## src/rtl/core/gad_pkg.sv

```systemverilog
// ----------------------------------------------------------------------------
// gad_pkg
// Shared types and constants of the glyph outline alpha dilation block.
// ----------------------------------------------------------------------------
package gad_pkg;

   localparam int CFG_W   = 10;
   localparam int PIX_W   = 32;
   localparam int ALPHA_W = 8;

   // register map of the csr port
   typedef enum logic {
      CSR_IMAGE_WIDTH  = 1'b0,
      CSR_IMAGE_HEIGHT = 1'b1
   } csr_index_type;

   localparam logic [CFG_W-1:0] IMAGE_WIDTH_RESET  = 10'd512;
   localparam logic [CFG_W-1:0] IMAGE_HEIGHT_RESET = 10'd512;

   localparam logic [ALPHA_W-1:0] OPAQUE_ALPHA = 8'hff;
   localparam logic [8:0]         FACTOR_BIAS  = 9'd33;
   localparam logic [8:0]         FACTOR_MAX   = 9'd256;
   localparam logic [PIX_W-1:0]   RGB_MASK     = 32'h00ff_ffff;

   // output queue geometry
   localparam int OUT_DEPTH = 4;
   localparam int OUT_PTR_W = 2;
   localparam int OUT_CNT_W = 3;

   // one line store entry: previous row source and destination, alpha of the
   // row above that
   typedef struct packed {
      logic [PIX_W-1:0]   source;
      logic [PIX_W-1:0]   dest;
      logic [ALPHA_W-1:0] upper_alpha;
   } line_word_type;

   typedef struct packed {
      logic [PIX_W-1:0] dest_pixel;
      logic             last_of_item;
      logic             end_of_frame;
   } rsp_beat_type;

   typedef struct packed {
      logic first;
      logic second;
   } push_type;

endpackage

```

## src/rtl/core/gad_out_fifo.sv

```systemverilog
// ----------------------------------------------------------------------------
// gad_out_fifo
// Four-entry result queue taking up to two beats per cycle.
// ----------------------------------------------------------------------------
module gad_out_fifo (
   input  logic                  clock,
   input  logic                  reset,
   input  gad_pkg::push_type     push,
   input  gad_pkg::rsp_beat_type first_beat,
   input  gad_pkg::rsp_beat_type second_beat,
   input  logic                  pop,
   output gad_pkg::rsp_beat_type head,
   output logic                  not_empty,
   output logic                  has_room
);
   import gad_pkg::*;

   rsp_beat_type         entries_ff [OUT_DEPTH];
   logic [OUT_PTR_W-1:0] wr_ptr_ff;
   logic [OUT_PTR_W-1:0] wr_ptr_in;
   logic [OUT_PTR_W-1:0] rd_ptr_ff;
   logic [OUT_PTR_W-1:0] rd_ptr_in;
   logic [OUT_CNT_W-1:0] count_ff;
   logic [OUT_CNT_W-1:0] count_in;
   logic [OUT_CNT_W-1:0] push_count;

   always_comb begin
      push_count = OUT_CNT_W'(push.first) + OUT_CNT_W'(push.second);
      wr_ptr_in  = wr_ptr_ff + push_count[OUT_PTR_W-1:0];
      rd_ptr_in  = rd_ptr_ff + OUT_PTR_W'(pop);
      count_in   = count_ff + push_count - OUT_CNT_W'(pop);
   end

   always_ff @(posedge clock) begin
      if (push.first) begin
         entries_ff[wr_ptr_ff] <= first_beat;
      end
      if (push.second) begin
         entries_ff[wr_ptr_ff + OUT_PTR_W'(1)] <= second_beat;
      end
   end

   always_ff @(posedge clock) begin
      if (reset) begin
         wr_ptr_ff <= '0;
         rd_ptr_ff <= '0;
         count_ff  <= '0;
      end else begin
         wr_ptr_ff <= wr_ptr_in;
         rd_ptr_ff <= rd_ptr_in;
         count_ff  <= count_in;
      end
   end

   assign head      = entries_ff[rd_ptr_ff];
   assign not_empty = (count_ff != '0);
   assign has_room  = (count_ff <= OUT_CNT_W'(OUT_DEPTH - 2));

endmodule

```

## config.mk

```make
export PLATFORM = sky130hd
export DESIGN_NAME = gad_out_fifo
export DESIGN_NICKNAME = d
export VERILOG_FILES = /design/src/rtl/core/gad_pkg.sv /design/src/rtl/core/gad_out_fifo.sv
export SDC_FILE = /design/constraint.sdc
export NUM_CORES = 1
export LEC_CHECK = 0
export BUFFER_PORTS_ARGS = -buffer_cell sky130_fd_sc_hd__buf_2
export CORE_MARGIN = 8
export CORE_UTILIZATION = 57
export DETAILED_ROUTE_END_ITERATION = 8
export PLACE_DENSITY = 0.8
export RECOVER_POWER = 100
export SLEW_MARGIN = 25
export SYNTH_ARGS = -nofsm -noshare
export SYNTH_HDL_FRONTEND = slang
export SYNTH_SLANG_ARGS = --single-unit
```

## constraint.sdc

```tcl
create_clock -name clock -period 5.3 [get_ports clock]
set_input_delay 1.06 -clock clock [delete_from_list [all_inputs] [get_ports clock]]
set_output_delay 1.06 -clock clock [all_outputs]
set_load 0.02 [all_outputs]
```

# == Word level (Yosys, flattened, before mapping) ==
# Memory sizes are Yosys's and may differ from the RTL's. A register that Yosys moved wholly into a read port is not among the register bits.
# Cells that the tools add are included.
# word_totals
regBits,7
ramBits,136
mem_count,1
# classes
add_sub_neg,6
n_lt_le_gt_ge,1
n_reduce_logical,1
mux,5
# mem_list
name,words,word_bits,rd,rd_clocked_by_memory_dff,wr,line,text
entries_ff,4,34,1,1,2,gad_out_fifo.sv:18,rsp_beat_type entries_ff [OUT_DEPTH];
# ops
operator,count
$mux W1,4
$add A3 B2 Y3,1
$le A3 B2 Y1 const B,1
$reduce_bool A3 Y1,1
$sub A3 B1 Y3,1
$add A1 B1 Y2,1
$add A2 B1 Y2,1
$add A2 B1 Y2 const B,1
$add A2 B2 Y2,1
$mux W2,1

# == Longest topological paths before layout ==
# depth
word_depth,3
depth_mapped,7
ltp_nobuf,7

# == Worst setup path after synthesis ==
# OpenSTA, ideal clock, no wires.
# synth_path
kind,input to register
start,in push[1] (netlist name)
end,mem entries_ff[2][0] (netlist name) (enable)
stages,2
required_time_ns,4.828
path_buffers,0
setup_time_ns,0.472
arrival_ns,3.543
path_slack_ns,1.285
cell_sequence,nand2b_1 -> o21ai_0
# synth_rtl
item,line,text
from (decl),gad_out_fifo.sv:8,"input gad_pkg::push_type push,"
to (decl),gad_out_fifo.sv:18,

==> impl_metrics.yaml <==
final_layout:
  fillCellCount: 814
  final_net_count: 562
  drive_gt1_share_pct: 54.0
  instances_no_fill: 640
  syn2layout_area_growth_pct: 15.4
  num_antenna_cells: 0
placement:
  dp_hpwl_um: 9200
  dp.cells: 612
  place_congestion: 0.726
  port_buffers: 108
sta:
  slew-limit-headroom_pct: -66.1
  worst_pin_slew_ns: 2.49
  finalHoldViolations: 0
  fin_tns_setup_ns: 0
  period_share_pct: 77.5
  slew_violations: 195
  rsz0062_at_grt: "no"
  fmax_ghz: 0.244
  fin_skew_ns: 0.00394
  setup_viol_count_final: 0
  fin_crit_ns: 4.11
global_routing:
  grt_pass1_wl_um: 23500
  grt_use_total_pct: 19.3
  grt_pass1_vias: 4219
  grt_max_degree: 36
  overflow: 0
  antenna_found_initial: 0
hold_path:
  min_from: "count_ff[0]$_SDFF_PP0_"
  whs_endpoint: "count_ff[0]$_SDFF_PP0_"
  min_path_type: "reg -> reg"
  min_path_cells: 2
cts:
  post-cts-setup-buffers: 0
  root_buffer: "clkbuf_16"
  ctsHtreeMaxLevel: 4
  postCtsResizedCells: 0
  clk_latency_ns: 0.41
  cts_sinks: 143
  holdBufCountCts: 0
  path_clk_slew_ns: 0.05
  tritoncts: "built"
  cts.path.max_buffers: 2
  cts_buffers: 17
setup_path:
  crit_required_ns: 5.29
  critPathKind: "in -> reg"
  critPathMaxFanout: 35
  path_cells: "clkbuf_1 > nand3b_2 > clkbuf_1 > o21ai_4 > clkbuf_2"
  critPathLaunchType: "input pin"
  r2r_end: "entries_ff[2][5]$_DFFE_PP_"
  crit_arrival_ns: 4.09
  worstReg2RegStart: "wr_ptr_ff[1]$_SDFF_PP0_"
  max_stage_delay_ns: 1.70
  rrSetupSlack_ns: 1.43
  reg2reg_depth: 4
  slowest_stage: "clkbuf_1"
  crit_family: "buffers and inverters"
  crit_path_frequent_cell: "clkbuf_1"
  cp-end-kind: "flip-flop"
  critPathBufInv: 3
logic_synthesis:
  synth-seq-cells: 143
  syn_nets: 449
  synth_area_um2: 6950
  synth-edff-count: 136
  ys.warnings.count: 0
  post_synth_num_cell_types: 26
  avgSynthCellArea_um2: 18.7
  synth_seq_area_share_pct: 60.8
  synth-main-ff-cell: "edfxtp_1"
  syn-instance-count: 371
  synthArstFlopShare_pct: 0
routing:
  viasPerCell: 5.94
  routed_wl_um: 14700
  vias: 3804
  dr.pass1.iters: 5
  ant_nets: 0
  routedWlPerCell_um: 23.0
  drc: 0
  drtIter0Drc: 227
floorplanning:
  die_y_um: 126
  ios: 109
  rows: 40
  die_area_um2: 16000
  core_area_um2: 12000
  initial_utilization_pct: 58.1
  die_w_um: 126
job:
  drv_cap: 6
power:
  leakagePower_nw: 2.79
  irDropWorstVdd_v: 0.000252
  powerDensity_nw_per_um2: 382
status:
  violations: "capacitance limit, slew limit"
  status: "finished with violations"
## registers in the layout, summed over array words and instances, names as in the netlist
signal	count
rd_ptr_ff	2
entries_ff	136
count_ff	3
wr_ptr_ff	2
## where the power goes
group | switching (mW) | internal [mW] | leakage [nW]
Combinational | 0.334 | 0.272 | 1.23
Sequential | 0.0570 | 1.42 | 1.33
Clock | 0.402 | 0.578 | 0.227
Total | 0.794 | 2.27 | 2.79
## metrics by stage
stage	cell area, µm²	hold WS (ns)	utilization [%]	setup WS, ns	power [mW]
2_1_floorplan	6950	0.542	-	1.28	1.92
3_3_place_gp	7640	0.589	63.8	2.23	2.10
3_5_place_dp	7670	0.627	64.2	2.22	2.13
4_1_cts	8140	0.648	68.1	1.78	3.11
5_1_grt	8020	0.661	67.0	0.897	3.19
6_report	8020	0.643	67.0	1.19	3.06
## layout by cell type (no fill, tap or decap), drive strengths merged
cell type  netlist  final
xor3             1      1
xor2             1      1
nand2b           1      1
buf             20     72
nand3b           2      2
clkbuf           2     67
inv              4      4
o21ai            2      2
nor2b            3      3
mux2i            1      1
nand3            1      1
or3              1      1
mux4            34     34
nor3b            1      1
a21oi            2      2
dfxtp            7      7
mux2           137    137
and3b            1      1
ha               4      4
fa               1      1
nor2             6      6
xnor2            3      3
edfxtp         136    136
clkinv           0      5
## metal layers
layer	vias up	track usage, %	part of all wire, %
li1	1738	-	-
met4	0	8.35	1.1
met5	-	0	0
met3	12	4.32	6.5
met1	1926	24.6	42
met2	128	31.4	50
## cell usage after synthesis (2+ instances only)
cell type	instances	share of area [%]
dfxtp_1	7	2.0
xnor2_1	3	0.38
buf_4	6	0.65
mux4_2	34	11
a21oi_1	2	0.14
mux2_1	2	0.32
buf_2	13	0.94
mux2_2	135	22
clkbuf_1	2	0.11
nor2_1	6	0.32
edfxtp_1	136	59
nand3b_2	2	0.32
inv_1	4	0.22
o21ai_0	2	0.14
nor2b_1	3	0.27
ha_1	4	0.72
## tightest hold or removal path: stages, from the launching register on
cell,delay (ns)
dfxtp_1,0.35
ha_1,0.14
nor2b_1,0.12
## kinds of logic (layout without fill, tap and decap cells)
kind of cell	count (synthesis)	in the layout	synth area share (%)
and+or+nand+nor	16	16	1.64
adders and majority gates	5	5	1.01
buffers and inverters	26	148	2.07
muxes	172	172	33.4
AOI/OAI and AO/OA	4	4	0.288
DFF	143	143	60.8
xor gates and xnor gates	5	5	0.846
## worst max path at each step
| stage | start | endpoint | depth (start not counted) |
|---|---|---|---|
| floorplan | push[1] | entries_ff[2][0]$_DFFE_PP_ | 2 |
| detailed placement | rd_ptr_ff[0]$_SDFF_PP0_ | head[23] | 3 |
| global route | rd_ptr_ff[0]$_SDFF_PP0_ | head[10] | 3 |
| finish | push[0] | entries_ff[2][5]$_DFFE_PP_ | 5 |
| global placement | rd_ptr_ff[0]$_SDFF_PP0_ | head[20] | 3 |
| CTS | rd_ptr_ff[0]$_SDFF_PP0_ | head[23] | 3 |
## cell type report
class	instances	area, µm²	share of cell area (%)
Multi-Input combinational cell	202	2600	32.4
Sequential cell	143	4230	52.7
Tap cell	147	184	2.29
Clock inverter	5	20.0	0.250
Clock buffer	23	448	5.59
Timing Repair Buffer	116	529	6.60
Inverter	4	15.0	0.187
Note: power is estimated with default switching activity, not from simulation.
