[src/rtl/core/gad_pkg.sv]
// ----------------------------------------------------------------------------
// gad_pkg
// Shared types and constants of the glyph outline alpha dilation block.
// ----------------------------------------------------------------------------
package gad_pkg;

   localparam int CFG_W   = 10;
   localparam int PIX_W   = 32;
   localparam int ALPHA_W = 8;

   // register map of the csr port
   typedef enum logic {
      CSR_IMAGE_WIDTH  = 1'b0,
      CSR_IMAGE_HEIGHT = 1'b1
   } csr_index_type;

   localparam logic [CFG_W-1:0] IMAGE_WIDTH_RESET  = 10'd512;
   localparam logic [CFG_W-1:0] IMAGE_HEIGHT_RESET = 10'd512;

   localparam logic [ALPHA_W-1:0] OPAQUE_ALPHA = 8'hff;
   localparam logic [8:0]         FACTOR_BIAS  = 9'd33;
   localparam logic [8:0]         FACTOR_MAX   = 9'd256;
   localparam logic [PIX_W-1:0]   RGB_MASK     = 32'h00ff_ffff;

   // output queue geometry
   localparam int OUT_DEPTH = 4;
   localparam int OUT_PTR_W = 2;
   localparam int OUT_CNT_W = 3;

   // one line store entry: previous row source and destination, alpha of the
   // row above that
   typedef struct packed {
      logic [PIX_W-1:0]   source;
      logic [PIX_W-1:0]   dest;
      logic [ALPHA_W-1:0] upper_alpha;
   } line_word_type;

   typedef struct packed {
      logic [PIX_W-1:0] dest_pixel;
      logic             last_of_item;
      logic             end_of_frame;
   } rsp_beat_type;

   typedef struct packed {
      logic first;
      logic second;
   } push_type;

endpackage

[src/rtl/core/gad_pixel_calc.sv]
// ----------------------------------------------------------------------------
// gad_pixel_calc
// Result pixel of one position: old destination off the interior, else opaque scaling or
// neighbor alpha dilation.
module gad_pixel_calc (
   input  gad_pkg::line_word_type center_word,
   input  logic [7:0]             right_alpha,
   input  logic [7:0]             left_alpha,
   input  logic [7:0]             below_alpha,
   input  logic                   interior,
   output logic [31:0]            dest_pixel
);
   import gad_pkg::*;

   logic [ALPHA_W-1:0] ca;
   logic [8:0]         factor_sum;
   logic [8:0]         factor;
   logic [16:0]        prod_r;
   logic [16:0]        prod_g;
   logic [16:0]        prod_b;
   logic [ALPHA_W-1:0] max_lr;
   logic [ALPHA_W-1:0] max_ub;
   logic [ALPHA_W-1:0] max_all;

   always_comb begin
      ca         = center_word.source[31:24];
      factor_sum = {1'b0, ca} + FACTOR_BIAS;
      factor     = (factor_sum > FACTOR_MAX) ? FACTOR_MAX : factor_sum;
      prod_r     = 17'(factor) * 17'(center_word.source[23:16]);
      prod_g     = 17'(factor) * 17'(center_word.source[15:8]);
      prod_b     = 17'(factor) * 17'(center_word.source[7:0]);
      max_lr     = (left_alpha > right_alpha) ? left_alpha : right_alpha;
      max_ub     = (center_word.upper_alpha > below_alpha) ? center_word.upper_alpha
                                                           : below_alpha;
      max_all    = (max_lr > max_ub) ? max_lr : max_ub;
      if (!interior) begin
         dest_pixel = center_word.dest;
      end else if (ca != '0) begin
         dest_pixel = {OPAQUE_ALPHA, prod_r[15:8], prod_g[15:8], prod_b[15:8]};
      end else begin
         dest_pixel = (center_word.dest & RGB_MASK) | {max_all, 24'h0};
      end
   end

endmodule

[config.mk]
export PLATFORM = sky130hd
export DESIGN_NAME = gad_pixel_calc
export DESIGN_NICKNAME = d
export VERILOG_FILES = /design/src/rtl/core/gad_pkg.sv /design/src/rtl/core/gad_pixel_calc.sv
export SDC_FILE = /design/constraint.sdc
export NUM_CORES = 1
export LEC_CHECK = 0
export ABC_AREA = 1
export BUFFER_PORTS_ARGS = -buffer_cell sky130_fd_sc_hd__buf_2
export CAP_MARGIN = 20
export CORE_MARGIN = 1
export CORE_UTILIZATION = 55
export DETAILED_ROUTE_END_ITERATION = 7
export PLACE_DENSITY = 0.84
export SLEW_MARGIN = 0
export SYNTH_ARGS = -nofsm -noshare
export SYNTH_HDL_FRONTEND = slang
export SYNTH_SLANG_ARGS = --single-unit
export TNS_END_PERCENT = 5
[constraint.sdc]
create_clock -name vclk -period 7.26
set_input_delay 1.089 -clock vclk [all_inputs]
set_output_delay 1.089 -clock vclk [all_outputs]
set_load 0.01 [all_outputs]
; ---- Word-level counts from Yosys, hierarchy flattened
; Index checks and enable logic that the tools add are counted.
[totals]
register_bits = 0
input_bits = 97
output_inout_bits = 32
elab_cells = 16
[classes]
add_sub_neg = 1
multipliers = 3
magnitude_cmp = 4
mux = 6
bitwise = 1
n_reduce_logical = 1
[ops]
columns = cell, n
row1 = 32-bit 2-to-1 mux, 2
row2 = 9-bit by 8-bit multiplier with 16-bit output, 3
row3 = 24-bit by 32-bit OR with 32-bit output, 1
row4 = 8-bit greater-than comparator, 3
row5 = 8-bit 2-to-1 mux, 3
row6 = "8-bit by 6-bit adder with 9-bit output, second input constant", 1
row7 = "9-bit greater-than comparator, second input constant", 1
row8 = 9-bit 2-to-1 mux, 1
row9 = 8-bit nonzero test, 1

; ---- Logic depth before layout (Yosys ltp)
[depth]
ltp_word = 7
depth_mapped = 34
depth_no_buf = 32

; ---- Worst setup path after synthesis
; Ideal clock, no wire load.
[synth_path]
path_kind = input-to-output
from = input port center_word[64] (netlist name)
to = output port dest_pixel[23]
arrival_time_ps = 6011
t_required_ps = 6171
setup_slack_ps = 160
stages = 28
n_path_buf = 1
path_cell_list = ha_1 nand4_1 nand2_1 nand2_1 nand2_2 nor2_4 nand2_4 nand2_8 inv_1 nor2_1 inv_1 clkbuf_1 nor2_1 fa_1 fa_1 fa_1 inv_1 fa_1 inv_1 ha_1 a21oi_1 o21a_1 nor2_1 a2111oi_0 nand3_1 nand3_1 nand2_1 inv_1
[synth_between]
elab_chain_len = 6
word_cells_on_any_way = 7
classes_between = add/sub: 1 / mul: 1 / order compare: 1 / mux: 3 / reduce/logical: 1
[synth_rtl]
columns = item, line
row1 = from (decl), gad_pixel_calc.sv:6  ; input gad_pkg::line_word_type center_word,
row2 = 8-bit by 6-bit adder with 9-bit output, gad_pixel_calc.sv:27  ; factor_sum = {1'b0, ca} + FACTOR_BIAS;
row3 = 9-bit greater-than comparator, gad_pixel_calc.sv:28  ; factor = (factor_sum > FACTOR_MAX) ? FACTOR_MAX : factor_sum;
row4 = 9-bit 2-to-1 mux, gad_pixel_calc.sv:28
row5 = 9-bit by 8-bit multiplier with 16-bit output, gad_pixel_calc.sv:29  ; prod_r = 17'(factor) * 17'(center_word.source[23:16]);
row6 = 32-bit 2-to-1 mux *, gad_pixel_calc.sv:38  ; end else if (ca != '0) begin
row7 = 32-bit 2-to-1 mux *, gad_pixel_calc.sv:36  ; if (!interior) begin
row8 = to (decl), gad_pixel_calc.sv:11  ; output logic [31:0] dest_pixel
; Every way passes the cells marked *; elsewhere a longest branch is shown, timed or not.

; ---- Final worst setup path
[layout_path]
from = input port center_word[65] (netlist name)
to = output port dest_pixel[14]
[layout_between]
elab_chain_len = 6
word_cells_on_any_way = 7
classes_between = add/sub: 1 / mul: 1 / order compare: 1 / mux: 3 / reduce/logical: 1
[layout_rtl]
columns = item, line
row1 = 8-bit by 6-bit adder with 9-bit output, gad_pixel_calc.sv:27
row2 = 9-bit greater-than comparator, gad_pixel_calc.sv:28
row3 = 9-bit 2-to-1 mux, gad_pixel_calc.sv:28
row4 = 9-bit by 8-bit multiplier with 16-bit output, gad_pixel_calc.sv:30  ; prod_g = 17'(factor) * 17'(center_word.source[15:8]);
row5 = 32-bit 2-to-1 mux *, gad_pixel_calc.sv:38
row6 = 32-bit 2-to-1 mux *, gad_pixel_calc.sv:36
; Marked as above.

==> flow_metrics.env <==
export IMPL_synth_cells=1231
export IMPL_crit_fanout=7
export IMPL_antenna_cells=0
export IMPL_max_cap_violations=0
export IMPL_ir_worst_vdd_mv=0.304
export IMPL_start_util=0.566
export IMPL_critPathRequiredTime_ns=6.17
export IMPL_use_met2=0.470
export IMPL_p_leak_nw=5.74
export IMPL_grt_pass1_wl_um=35000
export IMPL_gp_congestion=0.925
export IMPL_die_w_um=124
export IMPL_yosysTopAreaCellShare=0.291
export IMPL_cp_slowest_stage_delay_ns=0.50
export IMPL_finalSetupViolCount=0
export IMPL_synth_avg_cell_area_sq_um=6.70
export IMPL_die_area_sq_um=15500
export IMPL_synth_cell_type_count=40
export IMPL_dp_slack_ns=-0.195
export IMPL_die_h_um=124
export IMPL_status="finished clean"
export IMPL_fmax_mhz=141
export IMPL_grtUsageTotal=0.264
export IMPL_antenna_left=0
export IMPL_area_delta_synth_final_pct=20.2
export IMPL_synth_common_cells="inv_1, nand2_1, nor2_1"
export IMPL_seq_area_frac_synth=0
export IMPL_port_buffers=129
export IMPL_slowest_stage="fa_1"
export IMPL_setup_ws_ns=0.180
export IMPL_grt_ovfl_total=0
export IMPL_fin_crit_ns=7.08
export IMPL_worstMarginPinSlew_ns=1.07
export IMPL_mappedNetlistArea_sq_um=8250
export IMPL_critPathLaunchType="primary input"
export IMPL_clkbuf_count=0
export IMPL_top_usage_layer="met2"
export IMPL_first_iter_violations=475
export IMPL_yosysTopAreaCell="fa_1"
export IMPL_drt_total_wl_um=20800
export IMPL_grtUsageMet3=0.0249
export IMPL_fillers=1174
export IMPL_antenna_found_initial=0
export IMPL_rows=44
export IMPL_crit_arrival_ns=5.99
export IMPL_synth_fp_nets=1570
export IMPL_grt_pass1_vias=8143
export IMPL_power_density_nw_per_um2=251
export IMPL_period_share=0.975
export IMPL_hp_start="center_word[28]"
export IMPL_slew_headroom=0.289
export IMPL_yosys_warnings=0
export IMPL_grt_start_max_net_pins=49
export IMPL_core_area_sq_um=14600
export IMPL_drv_slew=0
export IMPL_io_pins=129
export IMPL_holdCritPathClass="primary input to primary output"
export IMPL_path_class="primary input to primary output"
export IMPL_rsz0062_at_grt="yes"
export IMPL_fin_nets=1732
export IMPL_use_met1=0.346
export IMPL_worst_hold_slack_ns=2.46
export IMPL_place_hpwl_um=17500
export IMPL_path_buf_inv=9
export IMPL_synth_area_leaders="fa_1, ha_1, inv_1, nand2_1, nor2_1"
export IMPL_wl_per_cell_um=13.2
export IMPL_routed_via_density=5.25
export IMPL_drive_gt1_frac=0.215
export IMPL_timing_setup_tns_ns=0
export IMPL_dr_pass1_iters=5
export IMPL_power_mw=2.49
export IMPL_end_kind="primary output"
export IMPL_num_vias=8264
export IMPL_drc=0
export IMPL_cp_top_family="adder cells"
export IMPL_synth_most_common_cell="inv_1"
export IMPL_critical_path_startpoint="center_word[65]"
export IMPL_finalHoldViolations=0
export IMPL_register_area_sq_um=0
export IMPL_design_seq_count=0
[power by group]
group	total (mW)	switching [mW]	internal (mW)
registers	0	0	0
logic	2.49	1.43	1.07
clock network	0	0	0
total	2.49	1.43	1.07
[worst min-delay path, cell delays in order]
cell and delay [ns]:
buf_2 0.07, o21ai_1 0.05, inv_1 0.04, buf_2 0.11
[layout make-up]
type / count / area (sq um) / area share
tap: 184 / 230 / 0.0232
inverter: 308 / 1170 / 0.118
multi-input combinational: 902 / 7390 / 0.745
timing repair buffer: 181 / 1130 / 0.114
[repair_timing]
| item | CTS | global route |
|---|---|---|
| cloned | 0 | 2 |
| setup endpoints to repair | 5 | 24 |
| pin swaps | 1 | 35 |
| buffers inserted | 0 | 5 |
| hold buffers | 0 | 0 |
| gates resized for setup | 8 | 98 |
[worst paths after layout]
path	endpoint	slack (ns)	cells after the start
hold / removal	dest_pixel[20]	2.46	4
setup / recovery	dest_pixel[14]	0.18	31
[per-layer routing]
metal  share of wire  vias up
met2            0.49      271
met4           0.026        0
met1            0.42     3879
met5               0        -
li1                -     4073
met3           0.061       41
[per-stage QoR]
step / std cells / util / cell area, sq um
after floorplan: 1231 / - / 8250
after global placement: 1568 / 0.646 / 9430
after detailed placement: 1568 / 0.646 / 9430
after CTS: 1568 / 0.648 / 9460
after global routing: 1575 / 0.680 / 9920
final: 1575 / 0.680 / 9920
[cells in the final DEF, fill, tap and decap left out, types with 11 or more instances in the layout]
master   netlist  routed
or2_2         15      15
inv_1        304     298
nand3_1       56      56
ha_1         122     111
a21oi_2        0      12
a21oi_1       50      37
o21ai_0       35      28
buf_2          1     128
nor2_2         2      21
nand2_1      207     201
fa_1         120     119
buf_4          0      43
nand2_2        6      11
nor2_1       200     176
[kinds of logic (layout without fill, tap and decap cells)]
family                   Yosys count  after routing  share of synthesized area
AND/OR/NAND/NOR                  522            522                      0.274
AO/OA/AOI/OAI                    124            124                     0.0848
XOR/XNOR                          14             14                     0.0149
adder cells (fa/ha/maj)          242            242                      0.476
buffers and inverters            329            489                      0.150
No activity file was read; power rests on OpenSTA's default activity.
